`config.mk`:
```
export PLATFORM = sky130hd
export DESIGN_NAME = can_bit_timing_calculator
export DESIGN_NICKNAME = d
export VERILOG_FILES = /design/src/cbt_pkg.sv /design/src/cbt_div.sv /design/src/cbt_dp.sv /design/src/cbt_ctrl.sv /design/src/can_bit_timing_calculator.sv
export SDC_FILE = /design/constraint.sdc
export NUM_CORES = 1
export LEC_CHECK = 0
export ABC_AREA = 1
export BUFFER_PORTS_ARGS = -buffer_cell sky130_fd_sc_hd__buf_4
export CORE_MARGIN = 1.5
export CORE_UTILIZATION = 42
export CTS_BUF_LIST = sky130_fd_sc_hd__clkbuf_4 sky130_fd_sc_hd__clkbuf_8
export DETAILED_ROUTE_END_ITERATION = 6
export PLACE_DENSITY = 0.56
export REMOVE_ABC_BUFFERS = 1
export SYNTH_ARGS = -nofsm -noshare
export SYNTH_HDL_FRONTEND = slang
export SYNTH_SLANG_ARGS = --single-unit
```
`constraint.sdc`:
```
create_clock -name clk -period 7.22 [get_ports clk]
set_clock_uncertainty 0.1 [all_clocks]
set_input_delay 1.444 -clock clk [delete_from_list [all_inputs] [get_ports clk]]
set_output_delay 1.444 -clock clk [all_outputs]
set_load 0.03 [all_outputs]
```
`src/cbt_pkg.sv`:
```
// ----------------------------------------------------------------------------
// cbt_pkg - shared types and constants for the can bit timing calculator
// Field widths, status and register codes, controller/datapath structs and
// the time segment table indexed by quanta count.
// ----------------------------------------------------------------------------
package cbt_pkg;

	localparam int RATE_W       = 20;
	localparam int CLK_W        = 28;
	localparam int TQ_W         = 5;
	localparam int NUM_W        = 29;
	localparam int PROD_W       = 34;
	localparam int CFG_W        = 28;
	localparam int CFG_IDX_W    = 2;
	localparam int LEAST_QUANTA = 7;
	localparam int DIV_CNT_W    = $clog2(NUM_W);

	localparam logic [1:0] STAT_OK    = 2'd0;
	localparam logic [1:0] STAT_RANGE = 2'd1;
	localparam logic [1:0] STAT_PRESC = 2'd2;

	localparam logic [CFG_IDX_W-1:0] CFG_CLOCK_HZ = 2'd0;
	localparam logic [CFG_IDX_W-1:0] CFG_RATE_MIN = 2'd1;
	localparam logic [CFG_IDX_W-1:0] CFG_RATE_MAX = 2'd2;

	typedef struct packed {
		logic load;
		logic mul_rate;
		logic mul_presc;
		logic div_start;
		logic div_second;
		logic cap_p;
		logic cap_got;
		logic cmp_upd;
		logic tq_dec;
		logic store;
	} cbt_cmd_t;

	typedef struct packed {
		logic range_bad;
		logic div_done;
		logic p_zero;
		logic tq_last;
		logic exact;
	} cbt_stat_t;

	typedef struct packed {
		logic [4:0] tseg1;
		logic [3:0] tseg2;
		logic [1:0] sjw;
	} seg_row_t;

	function automatic seg_row_t seg_lookup(input logic [TQ_W-1:0] tq);
		seg_row_t row;
		case (tq)
			5'd7:    row = '{5'd4,  4'd2, 2'd1};
			5'd8:    row = '{5'd5,  4'd2, 2'd1};
			5'd9:    row = '{5'd6,  4'd2, 2'd2};
			5'd10:   row = '{5'd6,  4'd3, 2'd2};
			5'd11:   row = '{5'd7,  4'd3, 2'd2};
			5'd12:   row = '{5'd8,  4'd3, 2'd2};
			5'd13:   row = '{5'd8,  4'd4, 2'd2};
			5'd14:   row = '{5'd9,  4'd4, 2'd2};
			5'd15:   row = '{5'd10, 4'd4, 2'd2};
			5'd16:   row = '{5'd10, 4'd5, 2'd2};
			5'd17:   row = '{5'd11, 4'd5, 2'd2};
			5'd18:   row = '{5'd12, 4'd5, 2'd2};
			5'd19:   row = '{5'd12, 4'd6, 2'd2};
			5'd20:   row = '{5'd13, 4'd6, 2'd2};
			5'd21:   row = '{5'd14, 4'd6, 2'd2};
			5'd22:   row = '{5'd14, 4'd7, 2'd2};
			5'd23:   row = '{5'd15, 4'd7, 2'd2};
			5'd24:   row = '{5'd15, 4'd8, 2'd2};
			5'd25:   row = '{5'd16, 4'd8, 2'd2};
			default: row = '{5'd0,  4'd0, 2'd0};
		endcase
		return row;
	endfunction

endpackage

```
`src/cbt_div.sv`:
```
// ----------------------------------------------------------------------------
// cbt_div - iterative restoring divider
// One quotient bit per cycle; done pulses as the last bit enters the quotient.
// ----------------------------------------------------------------------------
module cbt_div import cbt_pkg::*; (
	input  logic              clk,
	input  logic              arst_n,
	input  logic              start,
	input  logic [NUM_W-1:0]  dividend,
	input  logic [PROD_W-1:0] divisor,
	output logic              done,
	output logic [NUM_W-1:0]  quotient
);

	logic                 busy_q;
	logic                 done_q;
	logic [DIV_CNT_W-1:0] cnt_q;
	logic [PROD_W-1:0]    rem_q;
	logic [PROD_W-1:0]    den_q;
	logic [NUM_W-1:0]     quo_q;
	logic [PROD_W:0]      trial;
	logic [PROD_W:0]      diff;
	logic                 take;

	assign trial = {rem_q, quo_q[NUM_W-1]};
	assign diff  = trial - {1'b0, den_q};
	assign take  = (trial >= {1'b0, den_q});

	always_ff @(posedge clk or negedge arst_n) begin
		if (!arst_n) begin
			busy_q <= 1'b0;
			done_q <= 1'b0;
			cnt_q  <= '0;
		end else begin
			done_q <= 1'b0;
			if (start) begin
				busy_q <= 1'b1;
				cnt_q  <= DIV_CNT_W'(NUM_W - 1);
			end else if (busy_q) begin
				cnt_q <= cnt_q - 1'b1;
				if (cnt_q == '0) begin
					busy_q <= 1'b0;
					done_q <= 1'b1;
				end
			end
		end
	end

	// dividend bits shift out the top while quotient bits shift in below
	always_ff @(posedge clk) begin
		if (start) begin
			rem_q <= '0;
			quo_q <= dividend;
			den_q <= divisor;
		end else if (busy_q) begin
			rem_q <= take ? diff[PROD_W-1:0] : trial[PROD_W-1:0];
			quo_q <= {quo_q[NUM_W-2:0], take};
		end
	end

	assign done     = done_q;
	assign quotient = quo_q;

	a_no_restart: assert property (@(posedge clk) disable iff (!arst_n)
		start |-> !busy_q)
		else $error("divider restarted while busy");

	a_done_pulse: assert property (@(posedge clk) disable iff (!arst_n)
		done_q |=> !done_q)
		else $error("divider done held for more than one cycle");

endmodule

```
`src/cbt_dp.sv`:
```
// ----------------------------------------------------------------------------
// cbt_dp - bit timing datapath
// Configuration registers, candidate multiplier, shared divider, best-fit
// tracking and the result register with byte packing.
// ----------------------------------------------------------------------------
module cbt_dp import cbt_pkg::*; #(
	parameter int MAX_PRESCALER = 64,
	parameter int MAX_QUANTA    = 25
) (
	input  logic                 clk,
	input  logic                 arst_n,
	input  logic                 cfg_we,
	input  logic [CFG_IDX_W-1:0] cfg_index,
	input  logic [CFG_W-1:0]     cfg_data,
	input  logic [RATE_W-1:0]    req_rate,
	input  cbt_cmd_t             cmd,
	output cbt_stat_t            stat,
	output logic [1:0]           status,
	output logic [7:0]           timing_byte0,
	output logic [6:0]           timing_byte1,
	output logic [6:0]           prescaler,
	output logic [4:0]           quanta_count
);

	logic [CLK_W-1:0]  clock_hz_q;
	logic [RATE_W-1:0] rate_min_q;
	logic [RATE_W-1:0] rate_max_q;
	logic [RATE_W-1:0] rate_q;
	logic [TQ_W-1:0]   tq_q;
	logic [PROD_W-1:0] prod_q;
	logic [NUM_W-1:0]  p_q;
	logic [CLK_W-1:0]  got_q;
	logic              have_best_q;
	logic [TQ_W-1:0]   best_tq_q;
	logic [NUM_W-1:0]  best_p_q;
	logic [CLK_W-1:0]  best_dev_q;
	logic [1:0]        status_q;
	logic [7:0]        byte0_q;
	logic [6:0]        byte1_q;
	logic [6:0]        presc_q;
	logic [4:0]        tq_out_q;

	logic              range_bad;
	logic [CLK_W-1:0]  rate_x;
	logic [CLK_W-1:0]  dev;
	logic              better;
	logic [NUM_W-1:0]  div_num;
	logic              div_done;
	logic [NUM_W-1:0]  div_quo;
	logic [NUM_W-1:0]  p_m1;
	logic              presc_bad;
	seg_row_t          row;

	always_ff @(posedge clk or negedge arst_n) begin
		if (!arst_n) begin
			clock_hz_q <= CLK_W'(33000000);
			rate_min_q <= RATE_W'(10000);
			rate_max_q <= RATE_W'(1000000);
		end else if (cfg_we) begin
			unique case (cfg_index)
				CFG_CLOCK_HZ: clock_hz_q <= cfg_data;
				CFG_RATE_MIN: rate_min_q <= cfg_data[RATE_W-1:0];
				CFG_RATE_MAX: rate_max_q <= cfg_data[RATE_W-1:0];
				default: ;
			endcase
		end
	end

	assign range_bad = (rate_q == '0) || (rate_q < rate_min_q) || (rate_q > rate_max_q);

	// got never exceeds the clock, so it fits the clock width
	assign rate_x = CLK_W'(rate_q);
	assign dev    = (rate_x >= got_q) ? rate_x - got_q : got_q - rate_x;
	assign better = !have_best_q || (dev < best_dev_q);

	// rounded prescaler: (clock + fq/2) / fq, then clock / (tq * p)
	assign div_num = cmd.div_second ? NUM_W'(clock_hz_q)
		: NUM_W'(clock_hz_q) + NUM_W'(prod_q >> 1);

	cbt_div u_div (
		.clk      (clk),
		.arst_n   (arst_n),
		.start    (cmd.div_start),
		.dividend (div_num),
		.divisor  (prod_q),
		.done     (div_done),
		.quotient (div_quo)
	);

	always_ff @(posedge clk or negedge arst_n) begin
		if (!arst_n) begin
			have_best_q <= 1'b0;
		end else if (cmd.load) begin
			have_best_q <= 1'b0;
		end else if (cmd.cmp_upd && better) begin
			have_best_q <= 1'b1;
		end
	end

	always_ff @(posedge clk) begin
		if (cmd.load) begin
			rate_q <= req_rate;
			tq_q   <= TQ_W'(MAX_QUANTA);
		end else if (cmd.tq_dec) begin
			tq_q <= tq_q - 1'b1;
		end
		if (cmd.mul_rate) begin
			prod_q <= PROD_W'(tq_q) * PROD_W'(rate_q);
		end else if (cmd.mul_presc) begin
			prod_q <= PROD_W'(tq_q) * PROD_W'(p_q);
		end
		if (cmd.cap_p) begin
			p_q <= div_quo;
		end
		if (cmd.cap_got) begin
			got_q <= div_quo[CLK_W-1:0];
		end
		if (cmd.cmp_upd && better) begin
			best_tq_q  <= tq_q;
			best_p_q   <= p_q;
			best_dev_q <= dev;
		end
	end

	assign row       = seg_lookup(best_tq_q);
	assign p_m1      = best_p_q - 1'b1;
	assign presc_bad = !have_best_q || (best_p_q > NUM_W'(MAX_PRESCALER));

	always_ff @(posedge clk) begin
		if (cmd.store) begin
			if (range_bad) begin
				status_q <= STAT_RANGE;
				byte0_q  <= '0;
				byte1_q  <= '0;
				presc_q  <= '0;
				tq_out_q <= '0;
			end else if (presc_bad) begin
				status_q <= STAT_PRESC;
				byte0_q  <= '0;
				byte1_q  <= '0;
				presc_q  <= '0;
				tq_out_q <= '0;
			end else begin
				status_q <= STAT_OK;
				byte0_q  <= {row.sjw - 2'd1, p_m1[5:0]};
				byte1_q  <= {3'(row.tseg2 - 4'd1), 4'(row.tseg1 - 5'd1)};
				presc_q  <= best_p_q[6:0];
				tq_out_q <= best_tq_q;
			end
		end
	end

	assign stat.range_bad = range_bad;
	assign stat.div_done  = div_done;
	assign stat.p_zero    = (p_q == '0);
	assign stat.tq_last   = (tq_q == TQ_W'(LEAST_QUANTA));
	assign stat.exact     = (dev == '0);

	assign status       = status_q;
	assign timing_byte0 = byte0_q;
	assign timing_byte1 = byte1_q;
	assign prescaler    = presc_q;
	assign quanta_count = tq_out_q;

	a_got_nonzero_presc: assert property (@(posedge clk) disable iff (!arst_n)
		cmd.cap_got |-> (p_q != '0))
		else $error("bit rate computed for a zero prescaler");

	a_best_in_table: assert property (@(posedge clk) disable iff (!arst_n)
		(cmd.store && have_best_q) |->
		(best_tq_q >= TQ_W'(LEAST_QUANTA)) && (best_tq_q <= TQ_W'(MAX_QUANTA)))
		else $error("chosen quanta count outside the segment table");

endmodule

```
`src/cbt_ctrl.sv`:
```
// ----------------------------------------------------------------------------
// cbt_ctrl - search sequencer
// Walks the quanta counts from the top down, steering the multiplier and the
// shared divider, and owns the transaction handshakes.
// ----------------------------------------------------------------------------
module cbt_ctrl import cbt_pkg::*; (
	input  logic      clk,
	input  logic      arst_n,
	input  logic      in_valid,
	output logic      in_ready,
	output logic      out_valid,
	input  logic      out_ready,
	input  cbt_stat_t stat,
	output cbt_cmd_t  cmd
);

	typedef enum logic [10:0] {
		S_IDLE  = 11'b000_0000_0001,
		S_CHECK = 11'b000_0000_0010,
		S_MUL1  = 11'b000_0000_0100,
		S_GO1   = 11'b000_0000_1000,
		S_DIV1  = 11'b000_0001_0000,
		S_MUL2  = 11'b000_0010_0000,
		S_GO2   = 11'b000_0100_0000,
		S_DIV2  = 11'b000_1000_0000,
		S_CMP   = 11'b001_0000_0000,
		S_NEXT  = 11'b010_0000_0000,
		S_DONE  = 11'b100_0000_0000
	} state_t;

	state_t state_q;
	state_t state_d;
	logic   out_valid_q;

	always_comb begin
		cmd      = '0;
		in_ready = 1'b0;
		state_d  = state_q;
		unique case (state_q)
			S_IDLE: begin
				in_ready = 1'b1;
				if (in_valid) begin
					cmd.load = 1'b1;
					state_d  = S_CHECK;
				end
			end
			S_CHECK: begin
				state_d = stat.range_bad ? S_DONE : S_MUL1;
			end
			S_MUL1: begin
				cmd.mul_rate = 1'b1;
				state_d      = S_GO1;
			end
			S_GO1: begin
				cmd.div_start = 1'b1;
				state_d       = S_DIV1;
			end
			S_DIV1: begin
				if (stat.div_done) begin
					cmd.cap_p = 1'b1;
					state_d   = S_MUL2;
				end
			end
			S_MUL2: begin
				// a prescaler that rounds to zero skips this count
				if (stat.p_zero) begin
					state_d = S_NEXT;
				end else begin
					cmd.mul_presc = 1'b1;
					state_d       = S_GO2;
				end
			end
			S_GO2: begin
				cmd.div_start  = 1'b1;
				cmd.div_second = 1'b1;
				state_d        = S_DIV2;
			end
			S_DIV2: begin
				if (stat.div_done) begin
					cmd.cap_got = 1'b1;
					state_d     = S_CMP;
				end
			end
			S_CMP: begin
				cmd.cmp_upd = 1'b1;
				state_d     = stat.exact ? S_DONE : S_NEXT;
			end
			S_NEXT: begin
				if (stat.tq_last) begin
					state_d = S_DONE;
				end else begin
					cmd.tq_dec = 1'b1;
					state_d    = S_MUL1;
				end
			end
			S_DONE: begin
				if (!out_valid_q || out_ready) begin
					cmd.store = 1'b1;
					state_d   = S_IDLE;
				end
			end
			default: state_d = S_IDLE;
		endcase
	end

	always_ff @(posedge clk or negedge arst_n) begin
		if (!arst_n) begin
			state_q     <= S_IDLE;
			out_valid_q <= 1'b0;
		end else begin
			state_q <= state_d;
			if (cmd.store) begin
				out_valid_q <= 1'b1;
			end else if (out_ready) begin
				out_valid_q <= 1'b0;
			end
		end
	end

	assign out_valid = out_valid_q;

endmodule

```
`src/can_bit_timing_calculator.sv`:
```
// ----------------------------------------------------------------------------
// can_bit_timing_calculator - prescaler and segment search for a bus bit rate
// Checks the requested rate against the configured limits, searches quanta
// counts for the best rounded prescaler and packs the two timing bytes.
// ----------------------------------------------------------------------------
// usage:
//   config: cfg_we/cfg_index/cfg_data write clock_hz, rate_min, rate_max,
//   one register per cycle, only while no transaction is in flight
//   input: req_rate taken on in_valid & in_ready; ready is high only while
//   the sequencer is idle, so one request is worked on at a time
//   output: status, both timing bytes, prescaler and quanta count, held in a
//   register under out_valid until out_ready
//   search: an out-of-range rate is answered without a search; otherwise each
//   quanta count takes a rounding division and, unless the prescaler rounds to
//   zero, a second division on the shared divider, up to 19 counts; an exact
//   match ends the search early
//   a new request may be taken while the previous result still waits
//   stall: a finished result waits until the output register is free
//   reset: registers return to 33 MHz, 10 kbit/s and 1 Mbit/s, no output
// ----------------------------------------------------------------------------
module can_bit_timing_calculator import cbt_pkg::*; #(
	parameter int MAX_PRESCALER = 64,
	parameter int MAX_QUANTA    = 25
) (
	input  logic                 clk,
	input  logic                 arst_n,
	input  logic                 cfg_we,
	input  logic [CFG_IDX_W-1:0] cfg_index,
	input  logic [CFG_W-1:0]     cfg_data,
	input  logic                 in_valid,
	output logic                 in_ready,
	input  logic [RATE_W-1:0]    req_rate,
	output logic                 out_valid,
	input  logic                 out_ready,
	output logic [1:0]           status,
	output logic [7:0]           timing_byte0,
	output logic [6:0]           timing_byte1,
	output logic [6:0]           prescaler,
	output logic [4:0]           quanta_count
);

	cbt_cmd_t  cmd;
	cbt_stat_t stat;

	cbt_ctrl u_ctrl (
		.clk       (clk),
		.arst_n    (arst_n),
		.in_valid  (in_valid),
		.in_ready  (in_ready),
		.out_valid (out_valid),
		.out_ready (out_ready),
		.stat      (stat),
		.cmd       (cmd)
	);

	cbt_dp #(
		.MAX_PRESCALER (MAX_PRESCALER),
		.MAX_QUANTA    (MAX_QUANTA)
	) u_dp (
		.clk          (clk),
		.arst_n       (arst_n),
		.cfg_we       (cfg_we),
		.cfg_index    (cfg_index),
		.cfg_data     (cfg_data),
		.req_rate     (req_rate),
		.cmd          (cmd),
		.stat         (stat),
		.status       (status),
		.timing_byte0 (timing_byte0),
		.timing_byte1 (timing_byte1),
		.prescaler    (prescaler),
		.quanta_count (quanta_count)
	);

endmodule

```
# == Yosys cells after proc, flatten, opt, wreduce, memory -nomap -nowiden ==
# Memories as Yosys holds them, arrays and structs flattened. A register that Yosys moved wholly into a read port is not among the register bits.
# Cells that the tools add are included.
# word_totals
regBits,392
rom_bits,352
inputBits,55
out_inout_bits,31
word_cells,132
mem_count,1
# classes
n_addsub,10
mul,2
order_cmp,6
eq_ne,18
n_mux,46
n_reduce_logical,23
# mem_list
memory,depth,width,read_ports,rd_clocked_by_memory_dff,write_ports,line,rtl
(name not given),32,11,1,1,0,cbt_pkg.sv:55,case (tq)
# op_table
cell,n
$pmux 11 s11,1
$mux 29,3
$mux 11,7
$mux 25,2
$ge 35x34->1,1
$mul 5x29->34,1
$mux 34,1
$sub 34x34->34,1
$add 28x29->29,1
$gt 29x7->1 const B,1
$logic_not 29->1,1
$ge 20x28->1,1
$logic_not 28->1,1
$lt 28x28->1,1
$mux 28,1
$sub 20x28->28,1
$sub 28x20->28,1
$mux 1,26
$mul 5x20->25,1
$gt 20x20->1,1
$logic_not 20->1,1
$lt 20x20->1,1
$mux 5,3
$eq 11x1->1 const B,1
other kinds (31),45

# == Depth between registers and ports, before layout ==
# depth
word_depth,7
mapped_depth,35
depth_no_buf,33

# == Hierarchy ==
# Synthesis repeated with hierarchy kept, for this count alone.
# unflattened
cells_unflattened,4422
hier_area_um2,32937.8
# modules_own_cells
mod,instances,cells_per_inst,area_per_inst_um2,seq_area_each_um2
cbt_dp,1,3358,25222.9,8012.7
cbt_div,1,954,6886.6,2747.6
cbt_ctrl,1,110,828.3,301.5

# == Worst setup path after synthesis ==
# Ideal clock, no wire load.
# synth_timing
path_type,register to register
start,register u_dp.rate_q[0]
end,register u_dp.best_dev_q[0] (enable)
setup_time_ps,416
t_arrival_ps,4471
t_required_ps,6704
setup_slack_ps,2233
path_stages_with_launch,29
path_buffers,2
synth_period_minus_slack_ps,4987
path_cell_list,edfxtp_1 inv_1 ha_1 inv_1 fa_1 nand3_1 nand3_2 nand3_1 nand3b_1 nand2_2 nand3_4 inv_2 buf_6 nand2_1 nand2_1 inv_1 ha_1 nand2_1 inv_1 o21ai_0 a21oi_1 nor2_1 nand2_1 nand2_1 nand2_1 nand2_1 nand2_2 buf_6 inv_1
# synth_via
elab_chain_cells,5
word_cells_on_any_way,7
cone_classes,add/sub (2); order compare (2); mux (1); reduce/logical (2)
# synth_rtl
item,line,rtl
"start, declared",cbt_dp.sv:28,logic [RATE_W-1:0] rate_q;
"start signal, assigned",cbt_dp.sv:102,rate_q <= req_rate;
$sub 28x20->28 (tied with other cells),cbt_dp.sv:73,assign dev = (rate_x >= got_q) ? rate_x - got_q : got_q - rate_x;
$mux 28 (*),cbt_dp.sv:73,
via u_dp.dev[5],cbt_dp.sv:45,logic [CLK_W-1:0] dev;
$lt 28x28->1 (*),cbt_dp.sv:74,assign better = !have_best_q || (dev < best_dev_q);
$logic_or 1x1->1 (*),cbt_dp.sv:74,
$logic_and 1x1->1 (*),cbt_dp.sv:118,if (cmd.cmp_upd && better) begin
"end signal, assigned",cbt_dp.sv:121,best_dev_q <= dev;
"end, declared",cbt_dp.sv:36,logic [CLK_W-1:0] best_dev_q;
# Mark *: on every way through the listed nets, which the timed path passes. The rest lies on a longest branch.
# A chain may end at the register's enable or synchronous reset.

# == Worst setup path in the final report ==
# layout_timing
start,register u_dp.tq_q[2]
end,"register u_dp.prod_q[20], data pin"
# layout_via
elab_chain_cells,3
word_cells_on_any_way,4
cone_classes,mul (2); mux (2)
# layout_rtl
item,line,rtl
"start, declared",cbt_dp.sv:29,logic [TQ_W-1:0] tq_q;
"start signal, assigned",cbt_dp.sv:103,tq_q <= TQ_W'(MAX_QUANTA);
"start signal, assigned",cbt_dp.sv:105,tq_q <= tq_q - 1'b1;
$mul 5x29->34,cbt_dp.sv:110,prod_q <= PROD_W'(tq_q) * PROD_W'(p_q);
$mux 25,cbt_dp.sv:109,end else if (cmd.mul_presc) begin
$mux 25 (*),cbt_dp.sv:107,if (cmd.mul_rate) begin
"end signal, assigned",cbt_dp.sv:108,prod_q <= PROD_W'(tq_q) * PROD_W'(rate_q);
"end signal, assigned",cbt_dp.sv:110,
"end, declared",cbt_dp.sv:30,logic [PROD_W-1:0] prod_q;
# Every way passes the cells marked *; elsewhere a longest branch is shown, timed or not. The select of a mux whose other input is x is not followed.

==> results.ini <==
[critical_path]
critPathCaptureType=register
crit_chain=nand2_1 -> fa_1 -> inv_1 -> fa_1 -> fa_1 -> ha_1 -> a21oi_1 -> nand2_1 -> a21boi_0 -> o21ai_0 -> nand2_1 -> nand2_1 -> a21oi_1 -> o21ai_0 -> o21ai_0 -> o21ai_0
worstPathArrival_ps=5720
crit_start=u_dp.tq_q[2]
slowest_stage=dfxtp_2
crit_type=reg2reg
critical_path_required_ps=7480
start_kind=register
slowest_delay_ps=1090
reg2reg_from=u_dp.tq_q[2]
critPathBufInv=1
crit_family=adder cells
critPathMaxFanout=50

[sta]
rsz0062_at_grt=no
tns_ps=0
maxSlewViolCount=0
hold_violations=0
tightest_slew_ps=1200
setup_violations=0
slew_headroom_pct=19.7
fmax_ghz=0.183
post-route-min-period_ps=5460
timing.final.crit_share_pct=75.7

[cts]
hold_buffers=0
post_cts_resized=0
postCtsSetupRepairBufs=0
clkLatencyLatePin_ps=690
clockRootBuffer=clkbuf_8
numCtsBuffers=76
clk_pin_slew_ps=60
cts_tree=done
clock_sinks=401
ctsLongestPathBuffers=3
h-tree-depth=3

[synth]
async_flop_share_pct=21.9
ys_warn_count=0
syn_avg_cell_area_sq_um=7.80
synth_common_cells=1128 x nand2_1, 736 x inv_1, 270 x nor2_1
synth.most_common_cell=nand2_1
synth_area_sq_um=31400
ys.flop_type=edfxtp_1
ys_seq_elements=401
synth_edf_count=256
yosysTopAreaCell=edfxtp_1
yosysUniqueCellTypes=66
yosysSeqAreaShare_pct=35.2
synthTopCellsByArea=edfxtp_1 24%, nand2_1 13%, ha_1 10%
synth_cells=4028
synth_top_area_share_pct=24.5

[routing]
vias=26379
drt_wl_total_mm=93.0
drtIter0Drc=1917
vias_per_cell=5.11
drt_pre_antenna_iters=6
wl_per_cell_um=18.0
detail-route-antenna-nets=0
drc_errors=0

[power]
irDropWorstVdd_mv=0.190
power_density_nw_per_um2=256
p_leak_uw=0.0175

[global_route]
grt_pass1_wl_mm=145
antenna_found_initial=3
grt_max_degree=65
grt_overflow=0
grt_pass1_vias=25195
gr-usage-all-layers_pct=24.3

[floorplan]
start_util_pct=42.3
io-pin-count=86
die_x_um=277
core.rowCount=100
core_area_sq_um=74300
dieArea_sq_um=76500
die_h_um=277

[place]
hpwl_mm=73.1
dp.cells=5023
io_buffer_count=85
gp_congestion=0.951

[final_layout]
layout-drive-gt1-share_pct=8.32
areaGrowthSynthToFinish_pct=10.4
nNetsFinal=4583
fin_util_pct=46.7
fin_cells=5166

[min_path]
min_from=u_dp.prod_q[0]
hp-class=reg2reg

[status]
status=finished, final reports clean

[flow_run]
cap_violations=0

power by group:
part / internal [uW] / switching (uW)
Combinational: 1230 / 2310
Clock: 1370 / 1070
Sequential: 2670 / 242
Total: 5270 / 3630
path summary, 6_finish.rpt:
| kind | endpoint | slack, ps | cells past startpoint |
|---|---|---|---|
| hold / removal | u_dp.u_div.den_q[0] | 340 | 0 |
| setup / recovery | u_dp.prod_q[20] | 1760 | 16 |
| hold reg to reg | u_dp.u_div.den_q[0] | 340 | 0 |
| min in group asynchronous | u_dp.rate_max_q[2] | 660 | 1 |
| max in group asynchronous | u_dp.u_div.done | 5130 | 2 |
| setup reg to reg | u_dp.prod_q[20] | 1760 | 16 |
metrics by stage:
step / hold WS, ps / total power (uW) / setup slack [ps] / cell area [sq um]
2_1_floorplan: 300 / 5400 / 2120 / 31000
3_3_place_gp: 303 / 6420 / 1880 / 33100
3_5_place_dp: 324 / 6440 / 1840 / 33100
4_1_cts: 344 / 8930 / 1770 / 34700
5_1_grt: 345 / 9560 / 1270 / 34700
6_report: 342 / 8900 / 1760 / 34700
area by class of cell:
class | instances | area, sq um
Clock buffer | 111 | 1360
Sequential cell | 401 | 11100
Multi-Input combinational cell | 2798 | 17200
Fill cell | 7522 | 39600
Timing Repair Buffer | 107 | 803
Clock inverter | 30 | 295
Antenna cell | 2 | 5.00
Tap cell | 969 | 1210
Inverter | 748 | 2810
state kept, by name, indices dropped and copies added, names as in the netlist, 9 cells and up:
register / count
u_dp.best_p_q: 29
u_ctrl.state_q: 11
u_dp.p_q: 29
u_dp.got_q: 28
u_dp.best_dev_q: 28
u_dp.prod_q: 34
u_dp.row: 9
u_dp.rate_max_q: 20
u_dp.clock_hz_q: 28
u_dp.u_div.rem_q: 34
u_dp.u_div.quotient: 29
u_dp.u_div.den_q: 34
u_dp.rate_min_q: 20
u_dp.rate_q: 20
cell families after synthesis:
| kind of cell | share of synthesized area [%] |
|---|---|
| AND/OR/NAND/NOR | 22.5 |
| buffers and inverters | 10.2 |
| AO/OA/AOI/OAI | 10.5 |
| flip-flops | 35.2 |
| adder cells (fa/ha/maj) | 19.1 |
| XOR/XNOR | 2.17 |
| multiplexers | 0.318 |
layer usage:
metal  wire length, um  track usage [%]  vias up  share of wire (%)
li1                  -                -    13132                  -
met1             44200             35.2    12383                 48
met2             40300             37.2      750                 43
met3              6040             4.22      114                6.5
met4              2470             6.77        0                2.7
met5                 0                0        -                  0
placed cells by master (no fill, tap or decap), drive strengths merged, types with 13 or more instances in the layout:
master	Yosys	final
nand2	1142	1142
inv	747	751
nor2	289	289
o21ai	266	266
ha	257	257
edfxtp	256	256
a21oi	229	229
nand3	163	163
fa	139	139
clkbuf	53	111
buf	28	107
dfrtp	63	63
dfxtp	57	57
xor2	48	48
nand4	38	38
nor3	33	33
xnor2	30	30
nor4	25	25
dfstp	25	25
clkinv	1	20
a21o	19	19
o211ai	14	14
o21bai	14	14
a31oi	13	13
worst reg2reg max path: cells and delay by family (launching register included):
kind | cells | cell delay [ps]
adders and majority gates | 4 | 1920
AOI/OAI and AO/OA | 7 | 1410
DFF | 1 | 1090
and+or+nand+nor | 4 | 580
buffers and inverters | 1 | 60
Power figures use the tool's default switching activity.
